**src/rtl/segint_pkg.sv**
```systemverilog
`timescale 1ns / 1ps

package segint_pkg;

    // Width of every coordinate field on the channels
    localparam int FIELD_W = 32;

    // Queue between front and back
    localparam int FIFO_DEPTH = 4;
    localparam int FIFO_AW    = $clog2(FIFO_DEPTH);

endpackage

```
**src/rtl/segint_fifo.sv**
```systemverilog
`timescale 1ns / 1ps

module segint_fifo
    import segint_pkg::*;
#(
    parameter int WIDTH = 8
) (
    input  logic             clk,
    input  logic             rst_n,
    input  logic             push,
    input  logic [WIDTH-1:0] push_data,
    input  logic             pop,
    output logic             pop_valid,
    output logic [WIDTH-1:0] pop_data,
    output logic [FIFO_AW:0] level
);

    logic [WIDTH-1:0]   entry_reg [FIFO_DEPTH];
    logic [FIFO_AW-1:0] wr_reg, wr_next;
    logic [FIFO_AW-1:0] rd_reg, rd_next;
    logic [FIFO_AW:0]   cnt_reg, cnt_next;
    logic               do_pop;

    assign pop_valid = (cnt_reg != '0);
    assign pop_data  = entry_reg[rd_reg];
    assign level     = cnt_reg;
    assign do_pop    = pop && pop_valid;

    // Pointer and count update
    always_comb
    begin
        wr_next  = push ? wr_reg + 1'b1 : wr_reg;
        rd_next  = do_pop ? rd_reg + 1'b1 : rd_reg;
        cnt_next = cnt_reg + (FIFO_AW+1)'(push) - (FIFO_AW+1)'(do_pop);
    end

    always_ff @(posedge clk or negedge rst_n)
    begin
        if (!rst_n)
        begin
            wr_reg  <= '0;
            rd_reg  <= '0;
            cnt_reg <= '0;
        end
        else
        begin
            wr_reg  <= wr_next;
            rd_reg  <= rd_next;
            cnt_reg <= cnt_next;
        end
    end

    // Storage
    always_ff @(posedge clk)
    begin
        if (push)
        begin
            entry_reg[wr_reg] <= push_data;
        end
    end

endmodule

```
**config.mk**
```make
export PLATFORM = sky130hd
export DESIGN_NAME = segint_fifo
export DESIGN_NICKNAME = d
export VERILOG_FILES = /design/src/rtl/segint_pkg.sv /design/src/rtl/segint_fifo.sv
export SDC_FILE = /design/constraint.sdc
export NUM_CORES = 1
export LEC_CHECK = 0
export BUFFER_PORTS_ARGS = -buffer_cell sky130_fd_sc_hd__clkbuf_2
export CAP_MARGIN = 30
export CORE_MARGIN = 2
export CORE_UTILIZATION = 40
export DETAILED_ROUTE_END_ITERATION = 10
export SYNTH_ARGS = -nofsm -noshare
export SYNTH_HDL_FRONTEND = slang
export SYNTH_SLANG_ARGS = --single-unit
```
**constraint.sdc**
```tcl
create_clock -name clk -period 2.6 [get_ports clk]
set_input_delay 0.39 -clock clk [delete_from_list [all_inputs] [get_ports clk]]
set_output_delay 0.39 -clock clk [all_outputs]
set_load 0.01 [all_outputs]
```
==> metrics.md <==
| Metric | Value |
|---|---|
| Status | `complete, no violations` |
| CP Max Fanout | `10` |
| Die Y-Extent | `66.3 um` |
| Worst-margin pin slew | `0.584 ns` |
| Clk buf depth | `2` |
| Final ANT Viol Nets | `0` |
| Power per cell area | `1110 mW/mm^2` |
| #FFs+latches synth | `39` |
| RSZ-0062 raised after global routing | `false` |
| Crit end category | `output pin` |
| Post-Route WL | `2340 um` |
| Syn_area_per_cell | `20.4 um^2` |
| DR vias/cell | `4.86` |
| Filler cells | `308` |
| Max-cap violations | `0` |
| Cell variety after synth | `16` |
| Worst setup SP type | `register` |
| Post-CTS Hold Fix Bufs | `1` |
| Pre-CTS setup slack | `0.591 ns` |
| Worst path required time | `2.21 ns` |
| Fraction of layout cells with a size suffix above 1 | `0.358` |
| Largest net degree at the start of global routing | `13` |
| Register area share after synthesis | `0.732` |
| Initial antenna violation count | `0` |
| Commonest cells after routing, fill and taps aside | `32 x edfxtp_1, 23 x clkbuf_2, 8 x mux4_2, 7 x dfrtp_1` |
| Final period utilization | `0.814` |
| Clk_skew | `0.00303 ns` |
| Async SR Flop Fraction | `0.179` |
| H-tree levels | `2` |
| CP Class | `reg -> out` |
| First-pass GRT wire length | `3870 um` |
| Most common cell after layout, fill and taps aside | `edfxtp_1` |
| Leak | `0.699 nW` |
| Number of port buffers | `23` |
| WL/cell | `15.2 um` |
| CTS Buf Count | `5` |
| Rows | `22` |
| ANT cells | `0` |
| Placed wire-length estimate | `1610 um` |
| Vias in the first global route | `823` |
| Clock root buffer | `clkbuf_8` |
| Ports | `24` |
| CTS tree | `yes` |
| Yosys top cell area share | `0.619` |
| TNS Setup | `0 ns` |
| Ranking of synthesized cells by area | `edfxtp_1 62%, mux4_2 12%, dfrtp_1 11%, ha_1 4.8%, xnor2_1 1.7%` |
| Top achievable clock speed | `472 MHz` |
| Placer congestion estimate | `0.653` |
| Setup-failing EPs final | `0` |
| DR pass1 iterations | `4` |
| Crit-path cells | `mux4_2 -> clkbuf_2` |
| Core ar. | `0.00369 mm^2` |
| DIE AREA | `0.00439 mm^2` |
| Grt total ovfl | `0` |
| Clock Pin Slew Worst Setup and Hold Paths | `0.07 ns` |
| Syn Std Cell Area | `0.00155 mm^2` |
| Max reg flops | `32` |
| Synth Net Count | `95` |
| Area grow syn2layout | `17.8%` |
| CTS resizes | `0` |
| GRT Resource Usage Total | `0.130` |
| Worst path slowest cell | `dfrtp_1` |
| Slowest Stage Delay on Critical Path | `0.71 ns` |
| DR DRC count | `0` |
| Worst skew pair latency | `0.28 ns` |
| Fin area | `0.00183 mm^2` |
| Synth area leader | `edfxtp_1` |
| Placed Area | `0.00171 mm^2` |
| Util after Layout | `0.496` |
| Vias | `748` |
| Final slew viol count | `0` |
| Final worst slack | `0.483 ns` |
| Post-route minimum period | `2.12 ns` |
| NumNets Final | `124` |
| Final hold violation count | `0` |
| Maximum vdd drop | `622 uV` |
| Syn. warnings | `0` |
| Chip Width | `66.3 um` |
| Post-Synthesis Cells | `76` |
| WP data arrival | `1.73 ns` |
| DR iter-0 viols | `26` |
| CTS Sinks | `39` |
| Initial Util | `0.421` |
| Setup bufs post-CTS | `0` |
| Max_slew headroom | `0.611` |
| EDFF count, synth | `32` |
| Main synth FF type | `edfxtp_1` |
| Hold WC Path Type | `in -> reg` |
## critical path, delay by kind of cell, from the launching register on
| kind | cells | cell delay [ns] |
|---|---|---|
| multiplexers | 1 | 0.59 |
| buffers and inverters | 1 | 0.14 |
| flip-flops | 1 | 0.71 |
## worst paths after layout
kind | start | endpoint | slack, ns | depth (start not counted)
hold reg to reg | wr_reg[0]$_DFFE_PN0P_ | wr_reg[0]$_DFFE_PN0P_ | 0.54 | 1
setup / recovery | rd_reg[0]$_DFFE_PN0P_ | pop_data[3] | 0.48 | 2
hold / removal | push_data[5] | entry_reg[2][5]$_DFFE_PP_ | 0.33 | 1
min in group asynchronous | rst_n | rd_reg[1]$_DFFE_PN0P_ | 0.52 | 2
max in group asynchronous | rst_n | level[1]$_DFF_PN0_ | 1.91 | 2
setup reg to reg | level[1]$_DFF_PN0_ | level[2]$_DFF_PN0_ | 0.58 | 7
## cell type report
cell class	count	area (um^2)	share of cell area
clock buffer	5	68.8	0.0376
clock inverter	3	38.8	0.0212
inverter	6	22.5	0.0123
multi-input combinational	29	377	0.206
sequential	39	1140	0.621
tap	48	60.1	0.0329
timing repair buffer	24	125	0.0684
## layer usage
layer	track usage	vias up	wire length, um
li1	-	343	-
met1	0.154	382	948
met2	0.209	19	1240
met3	0.0528	4	116
met4	0.0536	0	29
met5	0	-	0
## synthesized netlist by cell type, drive strengths merged (2+ instances only)
master and number:
ha 6, dfrtp 7, xor2 2, mux4 8
and2 4, xnor2 3, inv 6, edfxtp 32
## where the power goes
group          internal, W  switching [W]
Clock             0.000281       0.000193
Sequential        0.000840       0.000139
Combinational     0.000305       0.000276
## metrics by stage
stage	hold slack, ns	std cells	total power [W]
4_1_cts	0.319	154	0.00207
3_3_place_gp	0.238	145	0.00157
6_report	0.327	154	0.00203
3_5_place_dp	0.241	145	0.00159
5_1_grt	0.316	154	0.00218
2_1_floorplan	0.0944	76	0.00139
## logic make-up after synthesis
| kind of cell | after synthesis | synth area share |
|---|---|---|
| adders and majority gates | 7 | 0.0613 |
| AOI/OAI and AO/OA | 3 | 0.0145 |
| xor gates and xnor gates | 5 | 0.0282 |
| DFF | 39 | 0.732 |
| muxes | 8 | 0.116 |
| and+or+nand+nor | 6 | 0.0226 |
| buffers and inverters | 8 | 0.0250 |
Note: power is estimated with default switching activity, not from simulation.
