--- src/rtl/segint_pkg.sv ---
`timescale 1ns / 1ps

package segint_pkg;

    // Width of every coordinate field on the channels
    localparam int FIELD_W = 32;

    // Queue between front and back
    localparam int FIFO_DEPTH = 4;
    localparam int FIFO_AW    = $clog2(FIFO_DEPTH);

endpackage

--- src/rtl/segint_if.sv ---
`timescale 1ns / 1ps

// Request channel: two segments
interface seg_in_if
    import segint_pkg::*;
();
    logic               valid;
    logic               ready;
    logic [FIELD_W-1:0] a_start_x;
    logic [FIELD_W-1:0] a_start_y;
    logic [FIELD_W-1:0] a_end_x;
    logic [FIELD_W-1:0] a_end_y;
    logic [FIELD_W-1:0] b_start_x;
    logic [FIELD_W-1:0] b_start_y;
    logic [FIELD_W-1:0] b_end_x;
    logic [FIELD_W-1:0] b_end_y;

    modport source (
        output valid, a_start_x, a_start_y, a_end_x, a_end_y,
               b_start_x, b_start_y, b_end_x, b_end_y,
        input  ready
    );
    modport sink (
        input  valid, a_start_x, a_start_y, a_end_x, a_end_y,
               b_start_x, b_start_y, b_end_x, b_end_y,
        output ready
    );
endinterface


--- src/rtl/segint_front.sv ---
`timescale 1ns / 1ps

module segint_front
    import segint_pkg::*;
#(
    parameter int CW      = 32,
    parameter int ENTRY_W = 8
) (
    input  logic               clk,
    input  logic               rst_n,
    seg_in_if.sink             seg_in,
    input  logic [FIFO_AW:0]   fifo_level,
    output logic               push,
    output logic [ENTRY_W-1:0] push_data
);

    localparam int D  = CW + 1;
    localparam int PW = 2 * CW + 3;

    logic                 take;
    logic                 v1_reg, v2_reg;

    // stage 1: differences
    logic signed [D-1:0]  s1x_reg, s1y_reg, s2x_reg, s2y_reg, dx_reg, dy_reg;
    logic signed [CW-1:0] ax_reg, ay_reg, aex_reg, aey_reg;
    logic signed [CW-1:0] ax_in, ay_in, aex_in, aey_in, bx_in, by_in, bex_in, bey_in;

    // stage 2: products
    logic signed [2*D-1:0] pd0_reg, pd1_reg, ps0_reg, ps1_reg, pt0_reg, pt1_reg;
    logic signed [D-1:0]   s1x2_reg, s1y2_reg;
    logic signed [CW-1:0]  ax2_reg, ay2_reg, aex2_reg, aey2_reg;

    // classify
    logic signed [PW-1:0] den, ns, nt, den_f, ns_f, nt_f;
    logic                 flip, hit;

    // Credit: never accept more than the queue can still absorb
    assign seg_in.ready = (32'(fifo_level) + 32'(v1_reg) + 32'(v2_reg)) < FIFO_DEPTH;
    assign take         = seg_in.valid && seg_in.ready;

    assign ax_in  = $signed(seg_in.a_start_x[CW-1:0]);
    assign ay_in  = $signed(seg_in.a_start_y[CW-1:0]);
    assign aex_in = $signed(seg_in.a_end_x[CW-1:0]);
    assign aey_in = $signed(seg_in.a_end_y[CW-1:0]);
    assign bx_in  = $signed(seg_in.b_start_x[CW-1:0]);
    assign by_in  = $signed(seg_in.b_start_y[CW-1:0]);
    assign bex_in = $signed(seg_in.b_end_x[CW-1:0]);
    assign bey_in = $signed(seg_in.b_end_y[CW-1:0]);

    always_ff @(posedge clk or negedge rst_n)
    begin
        if (!rst_n)
        begin
            v1_reg <= 1'b0;
            v2_reg <= 1'b0;
        end
        else
        begin
            v1_reg <= take;
            v2_reg <= v1_reg;
        end
    end

    // Direction vectors and start offset
    always_ff @(posedge clk)
    begin
        s1x_reg <= D'(aex_in) - D'(ax_in);
        s1y_reg <= D'(aey_in) - D'(ay_in);
        s2x_reg <= D'(bex_in) - D'(bx_in);
        s2y_reg <= D'(bey_in) - D'(by_in);
        dx_reg  <= D'(ax_in) - D'(bx_in);
        dy_reg  <= D'(ay_in) - D'(by_in);
        ax_reg  <= ax_in;
        ay_reg  <= ay_in;
        aex_reg <= aex_in;
        aey_reg <= aey_in;
    end

    // Cross products
    always_ff @(posedge clk)
    begin
        pd0_reg  <= s1x_reg * s2y_reg;
        pd1_reg  <= s2x_reg * s1y_reg;
        ps0_reg  <= s1x_reg * dy_reg;
        ps1_reg  <= s1y_reg * dx_reg;
        pt0_reg  <= s2x_reg * dy_reg;
        pt1_reg  <= s2y_reg * dx_reg;
        s1x2_reg <= s1x_reg;
        s1y2_reg <= s1y_reg;
        ax2_reg  <= ax_reg;
        ay2_reg  <= ay_reg;
        aex2_reg <= aex_reg;
        aey2_reg <= aey_reg;
    end

    // Denominator sign fix and range test of s and t
    always_comb
    begin
        den   = PW'(pd0_reg) - PW'(pd1_reg);
        ns    = PW'(ps0_reg) - PW'(ps1_reg);
        nt    = PW'(pt0_reg) - PW'(pt1_reg);
        flip  = den[PW-1];
        den_f = flip ? -den : den;
        ns_f  = flip ? -ns : ns;
        nt_f  = flip ? -nt : nt;
        hit   = (den_f != '0) && !ns_f[PW-1] && !nt_f[PW-1]
             && (ns_f[PW-2:0] <= den_f[PW-2:0]) && (nt_f[PW-2:0] <= den_f[PW-2:0]);
    end

    assign push      = v2_reg;
    assign push_data = {hit, den_f[PW-2:0], nt_f[PW-2:0], ax2_reg, ay2_reg,
                        aex2_reg, aey2_reg, s1x2_reg, s1y2_reg};

endmodule

--- src/flat_wrapper.sv ---
// flat-port wrapper written by rule: the top's interface ports become plain ports
module segint_front_flat import segint_pkg::*;
#(
    parameter int CW      = 32,
    parameter int ENTRY_W = 8
)
  (clk, rst_n, fifo_level, push, push_data, seg_in_valid, seg_in_a_start_x, seg_in_a_start_y, seg_in_a_end_x, seg_in_a_end_y, seg_in_b_start_x, seg_in_b_start_y, seg_in_b_end_x, seg_in_b_end_y, seg_in_ready);
  seg_in_if seg_in_i ();
  input  logic clk;
  input  logic rst_n;
  input  logic [FIFO_AW:0] fifo_level;
  output logic push;
  output logic [ENTRY_W-1:0] push_data;
  input wire logic [$bits(seg_in_i.valid)-1:0] seg_in_valid;
  input wire logic [$bits(seg_in_i.a_start_x)-1:0] seg_in_a_start_x;
  input wire logic [$bits(seg_in_i.a_start_y)-1:0] seg_in_a_start_y;
  input wire logic [$bits(seg_in_i.a_end_x)-1:0] seg_in_a_end_x;
  input wire logic [$bits(seg_in_i.a_end_y)-1:0] seg_in_a_end_y;
  input wire logic [$bits(seg_in_i.b_start_x)-1:0] seg_in_b_start_x;
  input wire logic [$bits(seg_in_i.b_start_y)-1:0] seg_in_b_start_y;
  input wire logic [$bits(seg_in_i.b_end_x)-1:0] seg_in_b_end_x;
  input wire logic [$bits(seg_in_i.b_end_y)-1:0] seg_in_b_end_y;
  output wire logic [$bits(seg_in_i.ready)-1:0] seg_in_ready;
  assign seg_in_i.valid = seg_in_valid;
  assign seg_in_i.a_start_x = seg_in_a_start_x;
  assign seg_in_i.a_start_y = seg_in_a_start_y;
  assign seg_in_i.a_end_x = seg_in_a_end_x;
  assign seg_in_i.a_end_y = seg_in_a_end_y;
  assign seg_in_i.b_start_x = seg_in_b_start_x;
  assign seg_in_i.b_start_y = seg_in_b_start_y;
  assign seg_in_i.b_end_x = seg_in_b_end_x;
  assign seg_in_i.b_end_y = seg_in_b_end_y;
  assign seg_in_ready = seg_in_i.ready;
  segint_front #(.CW(CW), .ENTRY_W(ENTRY_W)) u_core (.clk(clk), .rst_n(rst_n), .seg_in(seg_in_i), .fifo_level(fifo_level), .push(push), .push_data(push_data));
endmodule
--- config.mk ---
export PLATFORM = sky130hd
export DESIGN_NAME = segint_front_flat
export DESIGN_NICKNAME = d
export VERILOG_FILES = /design/src/rtl/segint_pkg.sv /design/src/rtl/segint_if.sv /design/src/rtl/segint_front.sv /design/src/flat_wrapper.sv
export SDC_FILE = /design/constraint.sdc
export NUM_CORES = 1
export LEC_CHECK = 0
export ABC_CLOCK_PERIOD_IN_PS = 2150
export BUFFER_PORTS_ARGS = -buffer_cell sky130_fd_sc_hd__buf_2
export CAP_MARGIN = 5
export CORE_AREA = 2 2 106 108
export DETAILED_ROUTE_END_ITERATION = 8
export DIE_AREA = 0 0 108 110
export GPL_ROUTABILITY_DRIVEN = 0
export PLACE_DENSITY = 0.38
export SKIP_CTS_REPAIR_TIMING = 1
export SLEW_MARGIN = 20
export SYNTH_ARGS = -nofsm -noshare
export SYNTH_HDL_FRONTEND = slang
export SYNTH_SLANG_ARGS = --single-unit
export TNS_END_PERCENT = 30
--- constraint.sdc ---
create_clock -name clk -period 2.15 [get_ports clk]
set_input_delay 0.43 -clock clk [delete_from_list [all_inputs] [get_ports clk]]
set_output_delay 0.43 -clock clk [all_outputs]
set_load 0.02 [all_outputs]
==> out/results.ini, run 1 <==
[run_status]
status = finished clean

[logic_synthesis]
ys_ff_latch = 18
ys_top_cells_by_area = dfxtp_1, ha_1, dfrtp_1
syn-num-nets = 347
syn_inst = 75
synth_top_area_share_pct = 41.29
syn_avg_cell_area_um2 = 10.34
synth.distinct_cells = 26
netlist_area_um2 = 775.7
yosysWarnings = 0
ys_seq_area_share_pct = 47.74
yosysTopAreaCell = dfxtp_1

[clock_network]
cts_root_buffer = clkbuf_8
clock_sinks = 18
path_clk_slew_ns = 0.07
h-tree-depth = 1
cts_tree = yes
insertion_delay_ns = 0.25
numCtsBuffers = 3
clk_path_buf_depth = 2

[timing]
worst_pin_slew_ns = 0.3447
max_slew_margin_pct = 77.02
period_share_pct = 95.41
clock_skew_ns = 0.0006275
setup_viol = 0
hold_viol = 0
holdWs_ns = 0.3281
layout_min_cycle_time_ns = 2.051
slew_violations = 0
fmaxAchievable_ghz = 0.4875
grt_setup_unrepaired = false

[placement]
dpl_cell_area_mm2 = 0.001106
dpl.hpwl_um = 1773
placed_cells = 246
port_buffers = 31

[min_path]
hold_start = u_core.s1y_reg[6]$_DFF_P_
hold_depth = 0
whs_endpoint = u_core.s1y2_reg[6]$_DFF_P_
hp-class = reg -> reg

[finish]
layout_commonest_cell = buf_2
final_cell_mix = buf_2, dfxtp_1, inv_1, ha_1
drive_gt1_share_pct = 37.17
instances_no_fill = 254
design_area_mm2 = 0.001210
layout.nets = 386
fin_util_pct = 11.31
area_growth_pct = 55.97

[setup_path]
crit_fanout = 2
cp.required_ns = 1.72
r2r_setup_slack_ns = 0.74
cp.arrival_ns = 1.62
r2r-start = u_core.v1_reg$_DFF_PN0_
r2r_cells = 5
r2r_end = u_core.v1_reg$_DFF_PN0_
setup.worst_path.start = u_core.v1_reg$_DFF_PN0_
critical_path_class = reg -> out
endpoint_kind = primary output
critPathLaunchType = flip-flop

[route]
viasPerCell = 2.480
drt_iter0_drc = 11
wl_um = 2117
drt-pass1-iter-count = 4
wl_per_cell_um = 8.335
vias = 630
drc_errors = 0
antenna_left = 0

[floorplan]
rows = 38
dieArea_mm2 = 0.01188
start_util_pct = 7.251
fp.coreArea_mm2 = 0.01070
die_w_um = 108
die_h_um = 110
ioPinCount = 272

[global_route]
grt_max_degree = 11
grt_pass1_wl_um = 3125
grt_usage_pct = 3.560
antenna_found_initial = 1
gr-total-overflow = 0
grt_pass1_vias = 635

[job]
drv_cap = 0

[power_and_ir_drop]
static-leakage-power_uw = 0.0005384
powerDensity_mw_per_mm2 = 734.8
worst_ir_drop_vdd_mv = 0.1692

[area by class of cell]
cell class                 count  area [µm²]
clock buffer                   4       55.05
sequential                    18       370.4
multi-input combinational     46       379.1
tap                          140       175.2
timing repair buffer          34       186.4
antenna                        1       2.502
inverter                      11       41.29
fill                        1226        9488
[logic make-up (layout without fill, tap and decap cells)]
family          count (synthesis)  count (layout)  synth area share [%]
other cells                     0               1                     0
fa+ha+maj                      10              10                 17.10
xor+xnor                        3               3                 3.388
simple gates                   17              17                 12.58
buf+inv                        11              49                 5.323
flops                          18              18                 47.74
compound gates                 15              15                 12.58
mux                             1               1                 1.290
[worst max-delay path by stage]
stage	slack [ns]	end
after floorplan	0.25	seg_in_ready
after global routing	0.02	seg_in_ready
after detailed placement	0.04	seg_in_ready
after CTS	-0.08	seg_in_ready
after global placement	0.08	seg_in_ready
final	0.1	seg_in_ready
[per-stage QoR]
step / worst slack [ns] / total power, µW / setup TNS (ns)
global route: 0.01769 / 947.3 / 0
floorplan: 0.2462 / 531.9 / 0
finish: 0.09862 / 889.0 / 0
global placement: 0.08243 / 606.6 / 0
CTS: -0.07748 / 898.1 / -0.07748
detailed placement: 0.04145 / 611.5 / 0
[worst max-delay path, cell delays in order (launching register included)]
cell,delay [ns]
dfrtp_1,0.39
ha_2,0.20
ha_2,0.17
or2_4,0.23
a32oi_2,0.22
buf_6,0.17
[report_power, final]
part / switching [µW] / leakage [µW] / internal [µW] / total, µW
combinational: 120 / 0.000349 / 89.1 / 209
clock: 114 / 0.0000288 / 163 / 277
sequential: 12.6 / 0.000161 / 390 / 403
[Yosys cell counts, drive strengths merged]
cell,count
fa,1
a32oi,1
or2,1
nand2b,2
o211ai,1
o31a,1
mux2i,1
nor2,5
o21ai,3
or4,1
and2,1
inv,11
a211oi,1
o21a,1
dfrtp,2
a21oi,5
nand2,2
dfxtp,16
o311ai,1
nand3,2
a41oi,1
nor3,1
nor2b,1
or4b,1
xnor2,3
ha,9
[routing by layer]
| layer | global-route usage, % | share of wire (%) | up-vias |
|---|---|---|---|
| li1 | - | - | 332 |
| met1 | 4.045 | 42 | 272 |
| met2 | 4.897 | 41 | 22 |
| met3 | 2.175 | 14 | 4 |
| met4 | 2.473 | 2.8 | 0 |
| met5 | 0 | 0 | - |
(Power assumes the default switching activity.)
==> run 2, diff against run 1 <==
--- a/config.mk
+++ b/config.mk
@@ -12,6 +12,7 @@
 export DETAILED_ROUTE_END_ITERATION = 8
 export DIE_AREA = 0 0 108 110
 export GPL_ROUTABILITY_DRIVEN = 0
+export MAX_ROUTING_LAYER = met4
 export PLACE_DENSITY = 0.38
 export SKIP_CTS_REPAIR_TIMING = 1
 export SLEW_MARGIN = 20
==> run 2 against run 1 <==
  * Cell count stayed put
  * Maximum frequency is 0.71% lower
  * Global-route usage is 0.11 points higher
  * Largest power group unchanged
  * Sequential power about the same
  * Largest cell class unchanged
  * Die area unchanged
  * Wire length grew 0.33%
==> out/results.ini, run 2 (synthesized netlist as in run 1, its figures left out) <==
[global_route]
grt_pass1_wl_um = 3105  ; -0.64%
gr-total-overflow = 0  ; unchanged
grt_usage_pct = 3.675  ; +0.11 points
grt_max_degree = 11  ; unchanged
antenna_found_initial = 1  ; unchanged
grt_pass1_vias = 640  ; +0.79%

[setup_path]
cp.required_ns = 1.72  ; about the same
r2r_cells = 5  ; unchanged
r2r-start = u_core.v1_reg$_DFF_PN0_
critPathLaunchType = flip-flop
r2r_setup_slack_ns = 0.72  ; -0.02 ns
cp.arrival_ns = 1.64  ; +0.02 ns
crit_fanout = 2  ; unchanged
critical_path_class = reg -> out
r2r_end = u_core.v1_reg$_DFF_PN0_
endpoint_kind = primary output

[timing]
layout_min_cycle_time_ns = 2.066  ; +0.01471 ns
hold_viol = 0  ; unchanged
slew_violations = 0  ; unchanged
fmaxAchievable_ghz = 0.4840  ; -0.71%
worst_pin_slew_ns = 0.3447  ; unchanged
period_share_pct = 96.10  ; +0.68 points
setup_viol = 0  ; unchanged
holdWs_ns = 0.3281  ; unchanged
max_slew_margin_pct = 77.02  ; unchanged
grt_setup_unrepaired = false
clock_skew_ns = 0.0006276  ; +0.0000001110 ns

[clock_network]
cts_tree = yes
insertion_delay_ns = 0.25  ; about the same
h-tree-depth = 1  ; unchanged
numCtsBuffers = 3  ; unchanged
path_clk_slew_ns = 0.07  ; about the same
cts_root_buffer = clkbuf_8
clk_path_buf_depth = 2  ; unchanged
clock_sinks = 18  ; unchanged

[power_and_ir_drop]
worst_ir_drop_vdd_mv = 0.1692  ; unchanged
powerDensity_mw_per_mm2 = 734.9  ; about the same
static-leakage-power_uw = 0.0005384  ; unchanged

[finish]
fillers = 1226  ; unchanged
drive_gt1_share_pct = 37.17  ; unchanged
instances_no_fill = 254  ; unchanged
final_cell_mix = buf_2, dfxtp_1, inv_1, ha_1
area_growth_pct = 55.97  ; unchanged
layout_commonest_cell = buf_2
layout.nets = 386  ; unchanged

[run_status]
status = finished clean

[floorplan]
fp.coreArea_mm2 = 0.01070  ; unchanged
ioPinCount = 272  ; unchanged
die_w_um = 108  ; unchanged
start_util_pct = 7.251  ; unchanged
die_h_um = 110  ; unchanged
dieArea_mm2 = 0.01188  ; unchanged
rows = 38  ; unchanged

[route]
drt-pass1-iter-count = 4  ; unchanged
vias = 630  ; unchanged
antenna_left = 0  ; unchanged
wl_per_cell_um = 8.362  ; +0.33%
drt_iter0_drc = 11  ; unchanged
viasPerCell = 2.480  ; unchanged
drc_errors = 0  ; unchanged
wl_um = 2124  ; +0.33%

[placement]
placed_cells = 246  ; unchanged
dpl.hpwl_um = 1773  ; unchanged
port_buffers = 31  ; unchanged

[min_path]
hp-class = reg -> reg
hold_depth = 0  ; unchanged
whs_endpoint = u_core.s1y2_reg[6]$_DFF_P_
hold_start = u_core.s1y_reg[6]$_DFF_P_

[job]
drv_cap = 0  ; unchanged

run 2: cell counts in the layout (fill, tap and decap cells not counted):
No cell type changed its count.
run 2: how the worst max path moves through the flow:
| stage | end | start | slack, ns | depth (start not counted) |
|---|---|---|---|---|
| finish | seg_in_ready | u_core.v1_reg$_DFF_PN0_ | 0.08 | 5 |
| global route | seg_in_ready | u_core.v1_reg$_DFF_PN0_ | 0.02 | 5 |
| CTS | seg_in_ready | u_core.v1_reg$_DFF_PN0_ | -0.08 | 5 |
| detailed placement | seg_in_ready | fifo_level[0] | 0.04 | 6 |
| global placement | seg_in_ready | fifo_level[0] | 0.08 | 6 |
| floorplan | seg_in_ready | fifo_level[0] | 0.25 | 4 |
run 2: area by class of cell:
cell class / instances / area, µm² / area share (%)
clock buffers: 4 / 55.05 / 4.550
multi-input cells: 46 / 379.1 / 31.33
repair buffers: 34 / 186.4 / 15.41
flip-flops and latches: 18 / 370.4 / 30.61
diodes: 1 / 2.502 / 0.2068
inverters: 11 / 41.29 / 3.413
well taps: 140 / 175.2 / 14.48
run 2: per-layer routing:
metal,vias up,global-route usage [%],part of all wire [%]
li1,332,-,-
met2,22,4.852,41
met5,-,-,0
met4,0,2.473,2.8
met1,272,4.223,43
met3,4,1.999,13
run 2: per-stage QoR:
step | total power, µW | cell area [µm²] | utilization (%) | setup WS (ns) | TNS (ns)
finish | 889.2 | 1210 | 11.31 | 0.08391 | 0
detailed placement | 611.5 | 1106 | 10.34 | 0.04145 | 0
global route | 949.5 | 1210 | 11.31 | 0.01769 | 0
floorplan | 531.9 | 775.7 | - | 0.2462 | 0
global placement | 606.6 | 1106 | 10.34 | 0.08243 | 0
CTS | 898.1 | 1161 | 10.85 | -0.07748 | -0.07748
run 2: critical path, stage by stage (launching register included):
cell and delay [ns]:
dfrtp_1 0.39, ha_2 0.20, ha_2 0.17, or2_4 0.23, a32oi_2 0.23, buf_6 0.17
run 2: power by group:
group,switching [µW],internal (µW)
Clock,114,163
Sequential,12.6,390
Combinational,120,89.1
Total,247,642
